### src/sorted_merge_union_macros.svh
// ---------------------------------------------------------------------------
// sorted_merge_union_macros.svh
// Assertion macros for the sorted merge union block.
// ---------------------------------------------------------------------------
`ifndef SORTED_MERGE_UNION_MACROS_SVH
`define SORTED_MERGE_UNION_MACROS_SVH

`ifndef SYNTH

// cond must never hold while out of reset
`define SMU_ASSERT_NEVER(lbl, clk, rstn, cond) \
  lbl: assert property (@(posedge clk) disable iff (!(rstn)) !(cond)) \
    else $error("assertion failed: condition must never hold");

// ante implies cons in the same cycle
`define SMU_ASSERT_IMPLIES(lbl, clk, rstn, ante, cons) \
  lbl: assert property (@(posedge clk) disable iff (!(rstn)) (ante) |-> (cons)) \
    else $error("assertion failed: implication violated");

// ante implies cons in the next cycle
`define SMU_ASSERT_NEXT(lbl, clk, rstn, ante, cons) \
  lbl: assert property (@(posedge clk) disable iff (!(rstn)) (ante) |=> (cons)) \
    else $error("assertion failed: next-cycle implication violated");

`else

`define SMU_ASSERT_NEVER(lbl, clk, rstn, cond)
`define SMU_ASSERT_IMPLIES(lbl, clk, rstn, ante, cons)
`define SMU_ASSERT_NEXT(lbl, clk, rstn, ante, cons)

`endif

`endif

### src/smu_pkg.sv
// ---------------------------------------------------------------------------
// smu_pkg
// Shared constants and types of the sorted merge union block.
// ---------------------------------------------------------------------------
package smu_pkg;

  localparam int DEPTH   = 32;
  localparam int AW      = (DEPTH > 1) ? $clog2(DEPTH) : 1;
  localparam int CW      = $clog2(DEPTH + 1);
  localparam int MAX_OUT = 2 * DEPTH;
  localparam int DW      = 32;
  localparam int LIMW    = 7;
  localparam int POSW    = 6;
  localparam int CMDW    = 2;

  localparam logic [LIMW-1:0] LIMIT_RESET = 7'd64;

  typedef enum logic [CMDW-1:0] {
    CMD_LOAD_A = 2'd0,
    CMD_LOAD_B = 2'd1,
    CMD_MERGE  = 2'd2
  } smu_cmd_t;

  typedef enum logic {
    ST_IDLE,
    ST_MERGE
  } smu_state_t;

  typedef struct packed {
    logic signed [DW-1:0] value;
    logic [POSW-1:0]      position;
    logic                 empty;
    logic                 last;
  } smu_res_t;

  typedef struct packed {
    logic busy;
    logic emit;
    logic done;
  } smu_ctl_t;

endpackage

### src/smu_ram.sv
// ---------------------------------------------------------------------------
// smu_ram
// One-write, one-read synchronous store with registered read data.
// ---------------------------------------------------------------------------
module smu_ram (
  input  logic                   clk,
  input  logic                   we,
  input  logic [smu_pkg::AW-1:0] waddr,
  input  logic [smu_pkg::DW-1:0] wdata,
  input  logic [smu_pkg::AW-1:0] raddr,
  output logic [smu_pkg::DW-1:0] rdata
);
  import smu_pkg::*;

  logic [DW-1:0] mem [DEPTH];
  logic [DW-1:0] rdata_r;

  always_ff @(posedge clk) begin
    if (we) begin
      mem[waddr] <= wdata;
    end
  end

  always_ff @(posedge clk) begin
    rdata_r <= mem[raddr];
  end

  assign rdata = rdata_r;

endmodule

### src/smu_merge.sv
// ---------------------------------------------------------------------------
// smu_merge
// Merge sequencer: walks both store heads and picks one word per cycle while the output slot is free.
// ---------------------------------------------------------------------------
module smu_merge (
  input  logic                          clk,
  input  logic                          rst_n,
  input  logic                          start,
  input  logic [smu_pkg::CW-1:0]        cnt_a,
  input  logic [smu_pkg::CW-1:0]        cnt_b,
  input  logic [smu_pkg::LIMW-1:0]      limit,
  input  logic                          slot_free,
  input  logic signed [smu_pkg::DW-1:0] rd_a,
  input  logic signed [smu_pkg::DW-1:0] rd_b,
  output logic [smu_pkg::AW-1:0]        raddr_a,
  output logic [smu_pkg::AW-1:0]        raddr_b,
  output smu_pkg::smu_ctl_t             ctl,
  output smu_pkg::smu_res_t             res
);
  import smu_pkg::*;

  smu_state_t      state_r, state_nxt;
  logic [CW-1:0]   ia_r, ia_nxt, ib_r, ib_nxt;
  logic [LIMW-1:0] n_r, n_nxt;

  logic            a_has, b_has, can, more;
  logic            take_a, take_b;
  logic [CW-1:0]   ia_adv, ib_adv;
  logic [LIMW-1:0] lim, n_inc;
  logic [DW-1:0]   pick;

  always_ff @(posedge clk) begin
    if (!rst_n) begin
      state_r <= ST_IDLE;
      ia_r    <= '0;
      ib_r    <= '0;
      n_r     <= '0;
    end else begin
      state_r <= state_nxt;
      ia_r    <= ia_nxt;
      ib_r    <= ib_nxt;
      n_r     <= n_nxt;
    end
  end

  // read data always belongs to the registered head index
  assign raddr_a = ia_nxt[AW-1:0];
  assign raddr_b = ib_nxt[AW-1:0];

  always_comb begin
    lim    = (limit > LIMW'(MAX_OUT)) ? LIMW'(MAX_OUT) : limit;
    a_has  = ia_r < cnt_a;
    b_has  = ib_r < cnt_b;
    can    = (n_r < lim) && (a_has || b_has);
    take_a = 1'b0;
    take_b = 1'b0;
    if (a_has && b_has) begin
      take_a = !(rd_b < rd_a);
      take_b = !(rd_a < rd_b);
    end else if (a_has) begin
      take_a = 1'b1;
    end else begin
      take_b = 1'b1;
    end
    pick   = take_a ? rd_a : rd_b;
    ia_adv = ia_r + CW'(take_a);
    ib_adv = ib_r + CW'(take_b);
    n_inc  = n_r + LIMW'(1);
    more   = (n_inc < lim) && ((ia_adv < cnt_a) || (ib_adv < cnt_b));

    state_nxt    = state_r;
    ia_nxt       = ia_r;
    ib_nxt       = ib_r;
    n_nxt        = n_r;
    ctl.busy     = (state_r != ST_IDLE);
    ctl.emit     = 1'b0;
    ctl.done     = 1'b0;
    res.value    = '0;
    res.position = '0;
    res.empty    = 1'b0;
    res.last     = 1'b0;

    unique case (state_r)
      ST_IDLE: begin
        ia_nxt = '0;
        ib_nxt = '0;
        n_nxt  = '0;
        if (start) begin
          state_nxt = ST_MERGE;
        end
      end
      ST_MERGE: begin
        if (slot_free) begin
          ctl.emit = 1'b1;
          if (can) begin
            res.value    = pick;
            res.position = n_r[POSW-1:0];
            res.last     = !more;
            ia_nxt       = ia_adv;
            ib_nxt       = ib_adv;
            n_nxt        = n_inc;
          end else begin
            // nothing to merge at all
            res.empty = 1'b1;
            res.last  = 1'b1;
          end
          if (!can || !more) begin
            ctl.done  = 1'b1;
            state_nxt = ST_IDLE;
            ia_nxt    = '0;
            ib_nxt    = '0;
            n_nxt     = '0;
          end
        end
      end
      default: begin
        state_nxt = ST_IDLE;
      end
    endcase
  end

endmodule

### src/sorted_merge_union.sv
// ---------------------------------------------------------------------------
// sorted_merge_union
// Sorted union of two loaded signed sequences, one merged word per cycle while the output is not stalled.
// ---------------------------------------------------------------------------
// channel  | handshake             | payload
// in       | in_valid / in_ready   | in_command, in_value
// out      | out_valid / out_ready | out_merged_value, out_position,
//          |                       | out_empty_res, out_last
// cfg      | cfg_wr_en             | cfg_wr_data (output limit)
//
// A load writes its store when taken. A merge's first word goes through the state
// register and the output word register, then one word per cycle follows while
// the output is not stalled. A merge holds the input until its last word is out.
// Reset is synchronous; no clearing pass, store contents stay until written.
// A stalled output register holds the merge sequencer in place.
// ---------------------------------------------------------------------------
`include "sorted_merge_union_macros.svh"

module sorted_merge_union (
  input  logic                            clk,
  input  logic                            rst_n,
  input  logic                            in_valid,
  output logic                            in_ready,
  input  logic [smu_pkg::CMDW-1:0]        in_command,
  input  logic signed [smu_pkg::DW-1:0]   in_value,
  output logic                            out_valid,
  input  logic                            out_ready,
  output logic signed [smu_pkg::DW-1:0]   out_merged_value,
  output logic [smu_pkg::POSW-1:0]        out_position,
  output logic                            out_empty_res,
  output logic                            out_last,
  input  logic                            cfg_wr_en,
  input  logic [smu_pkg::LIMW-1:0]        cfg_wr_data
);
  import smu_pkg::*;

  logic [LIMW-1:0] limit_r;
  logic [CW-1:0]   cnt_a_r, cnt_a_nxt, cnt_b_r, cnt_b_nxt;
  logic            accept, start, we_a, we_b, slot_free;
  logic [AW-1:0]   raddr_a, raddr_b;
  logic [DW-1:0]   rd_a, rd_b;
  smu_ctl_t        ctl;
  smu_res_t        res;
  logic            out_valid_r;
  smu_res_t        out_r;

  assign in_ready = !ctl.busy;
  assign accept   = in_valid && in_ready;

  always_comb begin
    we_a  = 1'b0;
    we_b  = 1'b0;
    start = 1'b0;
    if (accept) begin
      unique case (in_command)
        CMD_LOAD_A: we_a  = cnt_a_r < CW'(DEPTH);
        CMD_LOAD_B: we_b  = cnt_b_r < CW'(DEPTH);
        CMD_MERGE:  start = 1'b1;
        default:    start = 1'b0;
      endcase
    end
    cnt_a_nxt = cnt_a_r;
    cnt_b_nxt = cnt_b_r;
    if (ctl.done) begin
      cnt_a_nxt = '0;
      cnt_b_nxt = '0;
    end else begin
      if (we_a) cnt_a_nxt = cnt_a_r + CW'(1);
      if (we_b) cnt_b_nxt = cnt_b_r + CW'(1);
    end
  end

  always_ff @(posedge clk) begin
    if (!rst_n) begin
      limit_r <= LIMIT_RESET;
      cnt_a_r <= '0;
      cnt_b_r <= '0;
    end else begin
      if (cfg_wr_en) limit_r <= cfg_wr_data;
      cnt_a_r <= cnt_a_nxt;
      cnt_b_r <= cnt_b_nxt;
    end
  end

  smu_ram u_ram_a (
    .clk   (clk),
    .we    (we_a),
    .waddr (cnt_a_r[AW-1:0]),
    .wdata (in_value),
    .raddr (raddr_a),
    .rdata (rd_a)
  );

  smu_ram u_ram_b (
    .clk   (clk),
    .we    (we_b),
    .waddr (cnt_b_r[AW-1:0]),
    .wdata (in_value),
    .raddr (raddr_b),
    .rdata (rd_b)
  );

  assign slot_free = !out_valid_r || out_ready;

  smu_merge u_merge (
    .clk       (clk),
    .rst_n     (rst_n),
    .start     (start),
    .cnt_a     (cnt_a_r),
    .cnt_b     (cnt_b_r),
    .limit     (limit_r),
    .slot_free (slot_free),
    .rd_a      (rd_a),
    .rd_b      (rd_b),
    .raddr_a   (raddr_a),
    .raddr_b   (raddr_b),
    .ctl       (ctl),
    .res       (res)
  );

  // output word register
  always_ff @(posedge clk) begin
    if (!rst_n) begin
      out_valid_r <= 1'b0;
    end else if (slot_free) begin
      out_valid_r <= ctl.emit;
    end
  end

  always_ff @(posedge clk) begin
    if (ctl.emit) begin
      out_r <= res;
    end
  end

  assign out_valid        = out_valid_r;
  assign out_merged_value = out_r.value;
  assign out_position     = out_r.position;
  assign out_empty_res    = out_r.empty;
  assign out_last         = out_r.last;

  `SMU_ASSERT_NEVER(a_cnt_bound, clk, rst_n,
    (cnt_a_r > CW'(DEPTH)) || (cnt_b_r > CW'(DEPTH)))
  `SMU_ASSERT_IMPLIES(a_empty_word, clk, rst_n, out_valid && out_empty_res,
    out_last && (out_position == '0) && (out_merged_value == '0))
  `SMU_ASSERT_NEXT(a_done_clears, clk, rst_n, ctl.done,
    (cnt_a_r == '0) && (cnt_b_r == '0) && in_ready)
  `SMU_ASSERT_NEVER(a_emit_stalled, clk, rst_n, ctl.emit && !slot_free)

endmodule
### config.mk
export PLATFORM = sky130hd
export DESIGN_NAME = sorted_merge_union
export DESIGN_NICKNAME = d
export VERILOG_FILES = /design/src/smu_pkg.sv /design/src/smu_ram.sv /design/src/smu_merge.sv /design/src/sorted_merge_union.sv
export VERILOG_INCLUDE_DIRS = /design/src /design/src/src
export SDC_FILE = /design/constraint.sdc
export NUM_CORES = 2
export LEC_CHECK = 0
export ABC_CLOCK_PERIOD_IN_PS = 13800
export BUFFER_PORTS_ARGS = -buffer_cell sky130_fd_sc_hd__clkbuf_2
export CAP_MARGIN = 20
export CORE_MARGIN = 3
export CORE_UTILIZATION = 40
export DETAILED_ROUTE_END_ITERATION = 7
export GPL_TIMING_DRIVEN = 0
export HOLD_SLACK_MARGIN = 0.08
export PLACE_DENSITY_LB_ADDON = 0.15
export SLEW_MARGIN = 20
export SYNTH_ARGS = -nofsm -noshare
export SYNTH_HDL_FRONTEND = slang
export SYNTH_HIERARCHICAL = 1
export SYNTH_SLANG_ARGS = --single-unit
### constraint.sdc
create_clock -name clk -period 13.8 [get_ports clk]
set_input_delay 2.76 -clock clk [delete_from_list [all_inputs] [get_ports clk]]
set_output_delay 2.76 -clock clk [all_outputs]
set_load 0.01 [all_outputs]
Word level (Yosys, flattened, before mapping)
Memory sizes are Yosys's and may differ from the RTL's. A register that Yosys moved wholly into a read port is not among the register bits.
Index checks and enable logic that the tools add are counted.

storage, ports and cells
  bits in registers = 80
  bits in latches = 0
  memory bits (writable) = 2048
  bits in read-only memories = 0
  bits of input ports = 46
  output and inout port bits = 42
  logic and storage cells = 94
  memories = 2

memory list
  memory       words  bits a word  rd ports  clocked after Yosys merged registers in  wr ports  line           source
  u_ram_a.mem  32     32           1         1                                        1         smu_ram.sv:15  logic [DW-1:0] mem [DEPTH];
  u_ram_b.mem  32     32           1         1                                        1         smu_ram.sv:15

cells by class
  add/subtract/negate cells = 5
  multipliers = 0
  divide/modulo/power cells = 0
  $lt $le $gt $ge = 11
  eq/ne operators = 4
  shift-type cells = 0
  multiplexer cells = 37
  bitwise gates (word level) = 2
  reduce and logical (&&, ||, !) cells = 19

operators by type and width
  cell                   count
  $lt A32 B32 Y1         2
  $mux W6                6
  $mux W32               1
  $mux W7                4
  $lt A6 B6 Y1           4
  $pmux W6 S2            2
  $mux W1                20
  $lt A7 B7 Y1           2
  $pmux W7 S2            1
  $add A6 B1 Y6          2
  $add A6 B1 Y6 const B  2
  $lt A6 B6 Y1 const B   2
  $add A7 B1 Y7 const B  1
  $gt A7 B7 Y1 const B   1
  $logic_not A1 Y1       6
  $logic_and A1 B1 Y1    4
  $logic_or A1 B1 Y1     4
  $mux W2                2
  $reduce_and A2 Y1      2
  $ne A3 B3 Y1 const B   1
  $reduce_and A3 Y1      1
  $eq A2 B1 Y1 const B   1
  $eq A2 B2 Y1 const B   1
  $logic_not A2 Y1       1
  other kinds (4)        5

Longest topological paths before layout
  word-level depth = 13
  depth in mapped cells = 31

Hierarchy
The synthesis kept the hierarchy.

modules (own cells, without submodules)
  module              instances  cells an instance  area each (sq um)
  smu_ram             2          2260               40485.1
  smu_merge           1          475                3538.4
  sorted_merge_union  1          135                2085.8

Worst setup path after synthesis
Ideal clock, no wire load.

  path type = input port to flip-flop
  from = in in_command[1] (netlist bit)
  to = mem u_ram_a.mem[12][0], enable pin
  data arrival time = 5.657 ns
  required time = 13.379 ns
  path slack = 7.722 ns
  stages on the path = 6
  path through = or4b_1 buf_2 nor2_1 or3b_2 clkbuf_1 nor2_1

between the ends
  word-level cells in the longest chain between the ends = 5

ends and longest elaborated chain
  item                           line                      source
  from (decl)                    sorted_merge_union.sv:24  input logic [smu_pkg::CMDW-1:0] in_command,
  $logic_not A2 Y1               sorted_merge_union.sv:55  unique case (in_command)
  $mux W1                        sorted_merge_union.sv:55
  $mux W1                        sorted_merge_union.sv:54  if (accept) begin
  via we_a                       sorted_merge_union.sv:39  logic accept, start, we_a, we_b, slot_free;
  $mux W1                        smu_ram.sv:19             if (we) begin
  $mux W1 (implied by the code)  smu_ram.sv:20             mem[waddr] <= wdata;
  to (decl)                      smu_ram.sv:15

The timed path passes the listed nets, and every way through them passes these cells.

Worst setup path after layout
  from = reg cnt_b_r[3]
  to = reg u_ram_b.rdata_r[30] (netlist: u_ram_b/rdata[30]) (read register of u_ram_b.mem)

between the ends
  word-level cells in the longest chain between the ends = 12
  elaborated cells on any way between the ends = 19
  classes of those cells = 2 x add/sub; 3 x order compare; 6 x mux; 8 x reduce/logical

ends and longest elaborated chain
  item                                     line                              source
  from (decl)                              sorted_merge_union.sv:38          logic [CW-1:0] cnt_a_r, cnt_a_nxt, cnt_b_r, cnt_b_nxt;
  from (signal assigned)                   sorted_merge_union.sv:81          cnt_b_r <= cnt_b_nxt;
  $lt A6 B6 Y1                             smu_merge.sv:53                   b_has = ib_r < cnt_b;
  $logic_and A1 B1 Y1                      smu_merge.sv:57                   if (a_has && b_has) begin
  $mux W1                                  smu_merge.sv:57
  $add A6 B1 Y6, on equally long branches  smu_merge.sv:66, smu_merge.sv:67
  $lt A6 B6 Y1                             smu_merge.sv:69                   more = (n_inc < lim) && ((ia_adv < cnt_a) || (ib_adv < cnt_b));
  $logic_or A1 B1 Y1                       smu_merge.sv:69
  $logic_and A1 B1 Y1                      smu_merge.sv:69
  $logic_not A1 Y1                         smu_merge.sv:107                  if (!can || !more) begin
  $logic_or A1 B1 Y1                       smu_merge.sv:107
  $mux W6 *                                smu_merge.sv:107
  $mux W6 *                                smu_merge.sv:93                   if (slot_free) begin
  $pmux W6 S2 *                            smu_merge.sv:83                   unique case (state_r)
  via u_merge.ib_nxt[3]                    smu_merge.sv:23                   logic [CW-1:0] ia_r, ia_nxt, ib_r, ib_nxt;
  to (decl)                                smu_ram.sv:16                     logic [DW-1:0] rdata_r;

Mark *: on every way through the listed nets, which the timed path passes. The rest lies on a longest branch. The select of a mux whose other input is x is not followed.
A chain may end at the register's enable or synchronous reset.

==> implementation parameters <==
Parameter                              Value

Worst setup path
  CP Max Fanout ... 13
  Total buffers and inverters traversed by the critical path ... 6
  Number of cell instances on the worst register-to-register path ... 28
  Cell family contributing the most delay on the critical path ... compound AO/OA/AOI/OAI gates
  Required time of the worst setup path ... 14.40 ns
  Worst setup path startpoint ... cnt_b_r[3]
  CP max stage cell ... sky130_fd_sc_hd__dfxtp_1
  Reg-to-reg critical path endpoint ... u_ram_b/rdata[30]
  Flop-to-flop setup slack ... 4.48 ns
  Type of the setup path with the least slack ... flop to flop
  Worst R2R Start ... cnt_b_r[3]
  Max stage delay on crit path ... 0.81 ns
  Endpoint kind of the worst setup timing path ... flop
  Startpoint type of the worst setup path ... flop
  Arrival time at the worst endpoint ... 9.92 ns

Yosys
  Most repeated cell in the gate-level netlist after synthesis ... sky130_fd_sc_hd__edfxtp_1
  Number of flops mapped to enable cells by yosys ... 2088
  Post-synthesis register bit count ... 2192
  Ys Warns ... 6
  Share of synthesized registers carrying an async set or reset ... 0%
  Cell type with the highest aggregate area in the netlist ... sky130_fd_sc_hd__edfxtp_1
  Number of distinct library cell variants in the gate-level netlist after synthesis ... 62
  Synthesized net count ... 5247
  Prevailing post-synth register cell ... sky130_fd_sc_hd__edfxtp_1
  Fraction of synthesized cell area taken by the top area cell type ... between 70% and 80%
  Synthesized area per cell ... 16.9 µm²
  Sequential-to-total area share from yosys stat ... 74.8%
  Synthesized instance count ... 5130
  Cell area after technology mapping ... 0.0866 mm²
  Post-synth top cells ... sky130_fd_sc_hd__edfxtp_1, sky130_fd_sc_hd__mux2i_1, sky130_fd_sc_hd__nand2_1, sky130_fd_sc_hd__a21oi_1, sky130_fd_sc_hd__nand3_1
  Most area-consuming cells after synthesis ... sky130_fd_sc_hd__edfxtp_1, sky130_fd_sc_hd__mux2i_1, sky130_fd_sc_hd__dfxtp_1

Clock network
  Clock Latency Late Sink ... 0.85 ns
  Total of hold buffers inserted after clock tree synthesis ... 0
  Clock Root Buffer ... sky130_fd_sc_hd__clkbuf_16
  Total number of clock tree sinks ... about 2200
  Post-CTS setup-driven buffer insertion count ... 0
  Resize count post-CTS ... 0
  Maximum buffer depth of the clock tree ... 3
  CTS H-tree lvls ... 4
  CTS tree ... yes
  TritonCTS buffer count ... roughly 220
  Clock input transition at the sequential cells of the worst setup and hold paths ... 0.06 ns

Pwr
  Switching power ... 0.00273 W
  Share of power burned in the clock network ... between 40% and 50%
  PD cells ... ~130 mW/mm²
  Relative contribution of sequential cells to total power ... 54.3%
  Internal power ... around 0.011 W
  Switching share of power ... roughly a fifth
  Combinational share of power ... 2.0%
  Leakage power of the design ... 30.9 nW
  Maximum vdd drop ... 0.117 mV

Floorplanning
  Overall die area ... 0.222 mm²
  Std-Cell Core Area ... between 0.2 and 0.25 mm²
  Die outline width ... roughly 470 µm
  I/O pin total ... 88
  Starting density of the core ... roughly two fifths
  Number of rows created at floorplan ... 170
  Chip Height ... 471 µm

Job
  Number of max-cap violations ... 0

Timing
  Final count of hold timing violations ... 0
  Post-layout min period ... 9.32 ns
  Top achievable clock speed ... 0.107 GHz
  Slew HR ... 25.0%
  Number of pins with negative max-slew slack in the final report ... 0
  Unrepaired setup endpoints after global routing ... false
  Worst setup skew after layout ... roughly 0.026 ns
  Final setup vio count ... 0
  Share of the cycle needed by the critical path after routing ... between 60% and 70%
  Final total negative setup slack ... 0 ns
  Slew @ Worst Pin ... 1.13 ns

Detailed routing
  Total iterations of the first detailed-routing run ... 6
  Final antenna-violating net count ... 0
  WL final ... 247000 µm
  Total number of vias ... roughly 48000
  Drt wl/cell ... 28.7 µm
  Drt first-iter violations ... approximately 4400
  Number of remaining DRC errors ... 0
  Via-to-Cell Ratio ... 5.56

Layout
  Final core utilization ... 46.8%
  Filler-free cell count of the finished design ... 8583
  Total Nets Final ... roughly 5700
  Synthesis-to-layout area growth ... 16.3%
  Share of layout cells above drive strength 1 ... a little over an eighth

Global route
  Number of antenna violations at the first check in global routing ... 8
  Overall overflow remaining after global route ... 0
  Number of global-route vias before repair ... about 46000
  GRT Util Overall ... between 20% and 30%
  Largest net degree at the start of global routing ... 57
  Wire length of the first global-routing pass ... 348000 µm

Min path
  Instance count along the most critical hold path ... 1
  End of the worst hold path ... cnt_b_r[5]
  Tightest Hold Check Type ... flop to flop
  Hold_sp ... cnt_b_r[5]

Place
  HPWL after detailed placement ... 169000 µm
  Port Buffer Count ... 86
  Placed Cells ... 8159
  GP Congestion ... 0.852

Outcome
  Result of the run ... completed
placed cells by master (no fill, tap or decap), types with 8 or more instances in the layout:
master and n:
sky130_fd_sc_hd__edfxtp_1 2088, sky130_fd_sc_hd__mux2i_1 1064, sky130_fd_sc_hd__nand2_1 298, sky130_fd_sc_hd__clkbuf_16 228
sky130_fd_sc_hd__a21oi_1 225, sky130_fd_sc_hd__nand3_1 210, sky130_fd_sc_hd__a22oi_1 192, sky130_fd_sc_hd__clkbuf_1 162
sky130_fd_sc_hd__a22o_1 129, sky130_fd_sc_hd__dfxtp_1 104, sky130_fd_sc_hd__buf_4 82, sky130_fd_sc_hd__ha_1 71
sky130_fd_sc_hd__nor3_1 68, sky130_fd_sc_hd__a31oi_1 64, sky130_fd_sc_hd__nor2_4 64, sky130_fd_sc_hd__clkbuf_2 57
sky130_fd_sc_hd__buf_2 54, sky130_fd_sc_hd__buf_12 54, sky130_fd_sc_hd__inv_1 53, sky130_fd_sc_hd__buf_16 49
sky130_fd_sc_hd__clkinv_1 41, sky130_fd_sc_hd__clkinv_2 38, sky130_fd_sc_hd__buf_6 37, sky130_fd_sc_hd__clkbuf_4 36
sky130_fd_sc_hd__nor2b_1 21, sky130_fd_sc_hd__nor2_1 20, sky130_fd_sc_hd__bufinv_16 15, sky130_fd_sc_hd__and2_1 14
sky130_fd_sc_hd__diode_2 12, sky130_fd_sc_hd__nand2b_1 12, sky130_fd_sc_hd__buf_1 11, sky130_fd_sc_hd__clkbuf_8 11
sky130_fd_sc_hd__nand3b_1 11, sky130_fd_sc_hd__o21ai_0 10, sky130_fd_sc_hd__nand4_1 9, sky130_fd_sc_hd__a21o_1 8
sky130_fd_sc_hd__a32oi_1 8
state kept, by name, summed over array words and instances (netlist names), 6 cells and up:
| name | count |
|---|---|
| cnt_a_r | 6 |
| cnt_b_r | 6 |
| limit_r | 7 |
| out_merged_value | 32 |
| out_position | 6 |
| u_merge/ia_r | 6 |
| u_merge/ib_r | 6 |
| u_merge/n_r | 7 |
| u_ram_a/mem | 1024 |
| u_ram_a/rdata | 32 |
| u_ram_b/mem | 1024 |
| u_ram_b/rdata | 32 |
cell type report:
cell class	instances	area, µm²
antenna	12	30.0
buffer	287	1730
clock buffer	303	6100
clock inverter	109	995
fill	18300	114000
inverter	54	203
multi-input combinational	2597	20400
sequential	2192	64800
tap	2838	3550
timing repair buffer	191	2960
worst reg2reg max path: cells and delay by family (launching register included):
kind | cells | cell delay [ns]
compound gates | 10 | 3.19
fa+ha+maj | 3 | 0.74
buf+inv | 6 | 2.29
flops | 1 | 0.81
simple gates | 9 | 2.02
routing by layer:
metal | part of all wire (%) | GRT usage, % | vias to the layer above | routed length (µm)
met5 | 0 | 0 | - | 0
met4 | 2.4 | 5.64 | 0 | 5800
li1 | - | - | 21000 | -
met2 | 46 | 33.9 | 1459 | 113000
met1 | 46 | 32.3 | 24900 | 113000
met3 | 6.0 | 3.03 | 286 | 14800
cell families after synthesis:
group,share of synthesized area [%]
adders and majority gates,1.03
muxes,12.3
and+or+nand+nor,4.12
DFF,74.8
buffers and inverters,2.23
xor gates and xnor gates,0.101
AOI/OAI and AO/OA,5.41
power groups by stage:
stage | combinational, W | sequential (W) | clock [W]
after floorplan | 0.0000558 | 0.00745 | 0
after global placement | 0.000236 | 0.00746 | 0
after detailed placement | 0.000276 | 0.00745 | 0
after CTS | 0.000276 | 0.00731 | 0.00600
after global routing | 0.000290 | 0.00731 | 0.00627
final | 0.000273 | 0.00731 | 0.00587
stage by stage:
stage	instance area (µm²)	setup WS, ns	total power (W)	hold slack (ns)
2_1_floorplan	86600	7.72	0.00750	0.469
3_3_place_gp	90600	4.46	0.00770	0.506
3_5_place_dp	93600	4.77	0.00773	0.516
4_1_cts	101000	4.73	0.0136	0.530
5_1_grt	101000	4.12	0.0139	0.548
6_report	101000	4.48	0.0135	0.527
worst max path at each step:
stage,end,slack (ns),depth (start not counted)
after floorplan,u_ram_a/mem[12][0],7.72,6
after detailed placement,u_ram_b/rdata[30],4.77,28
after global routing,u_ram_b/rdata[27],4.12,28
after global placement,u_ram_b/rdata[30],4.46,28
after CTS,u_ram_b/rdata[30],4.73,28
final,u_ram_b/rdata[30],4.48,28
Note: power is estimated with default switching activity, not from simulation.
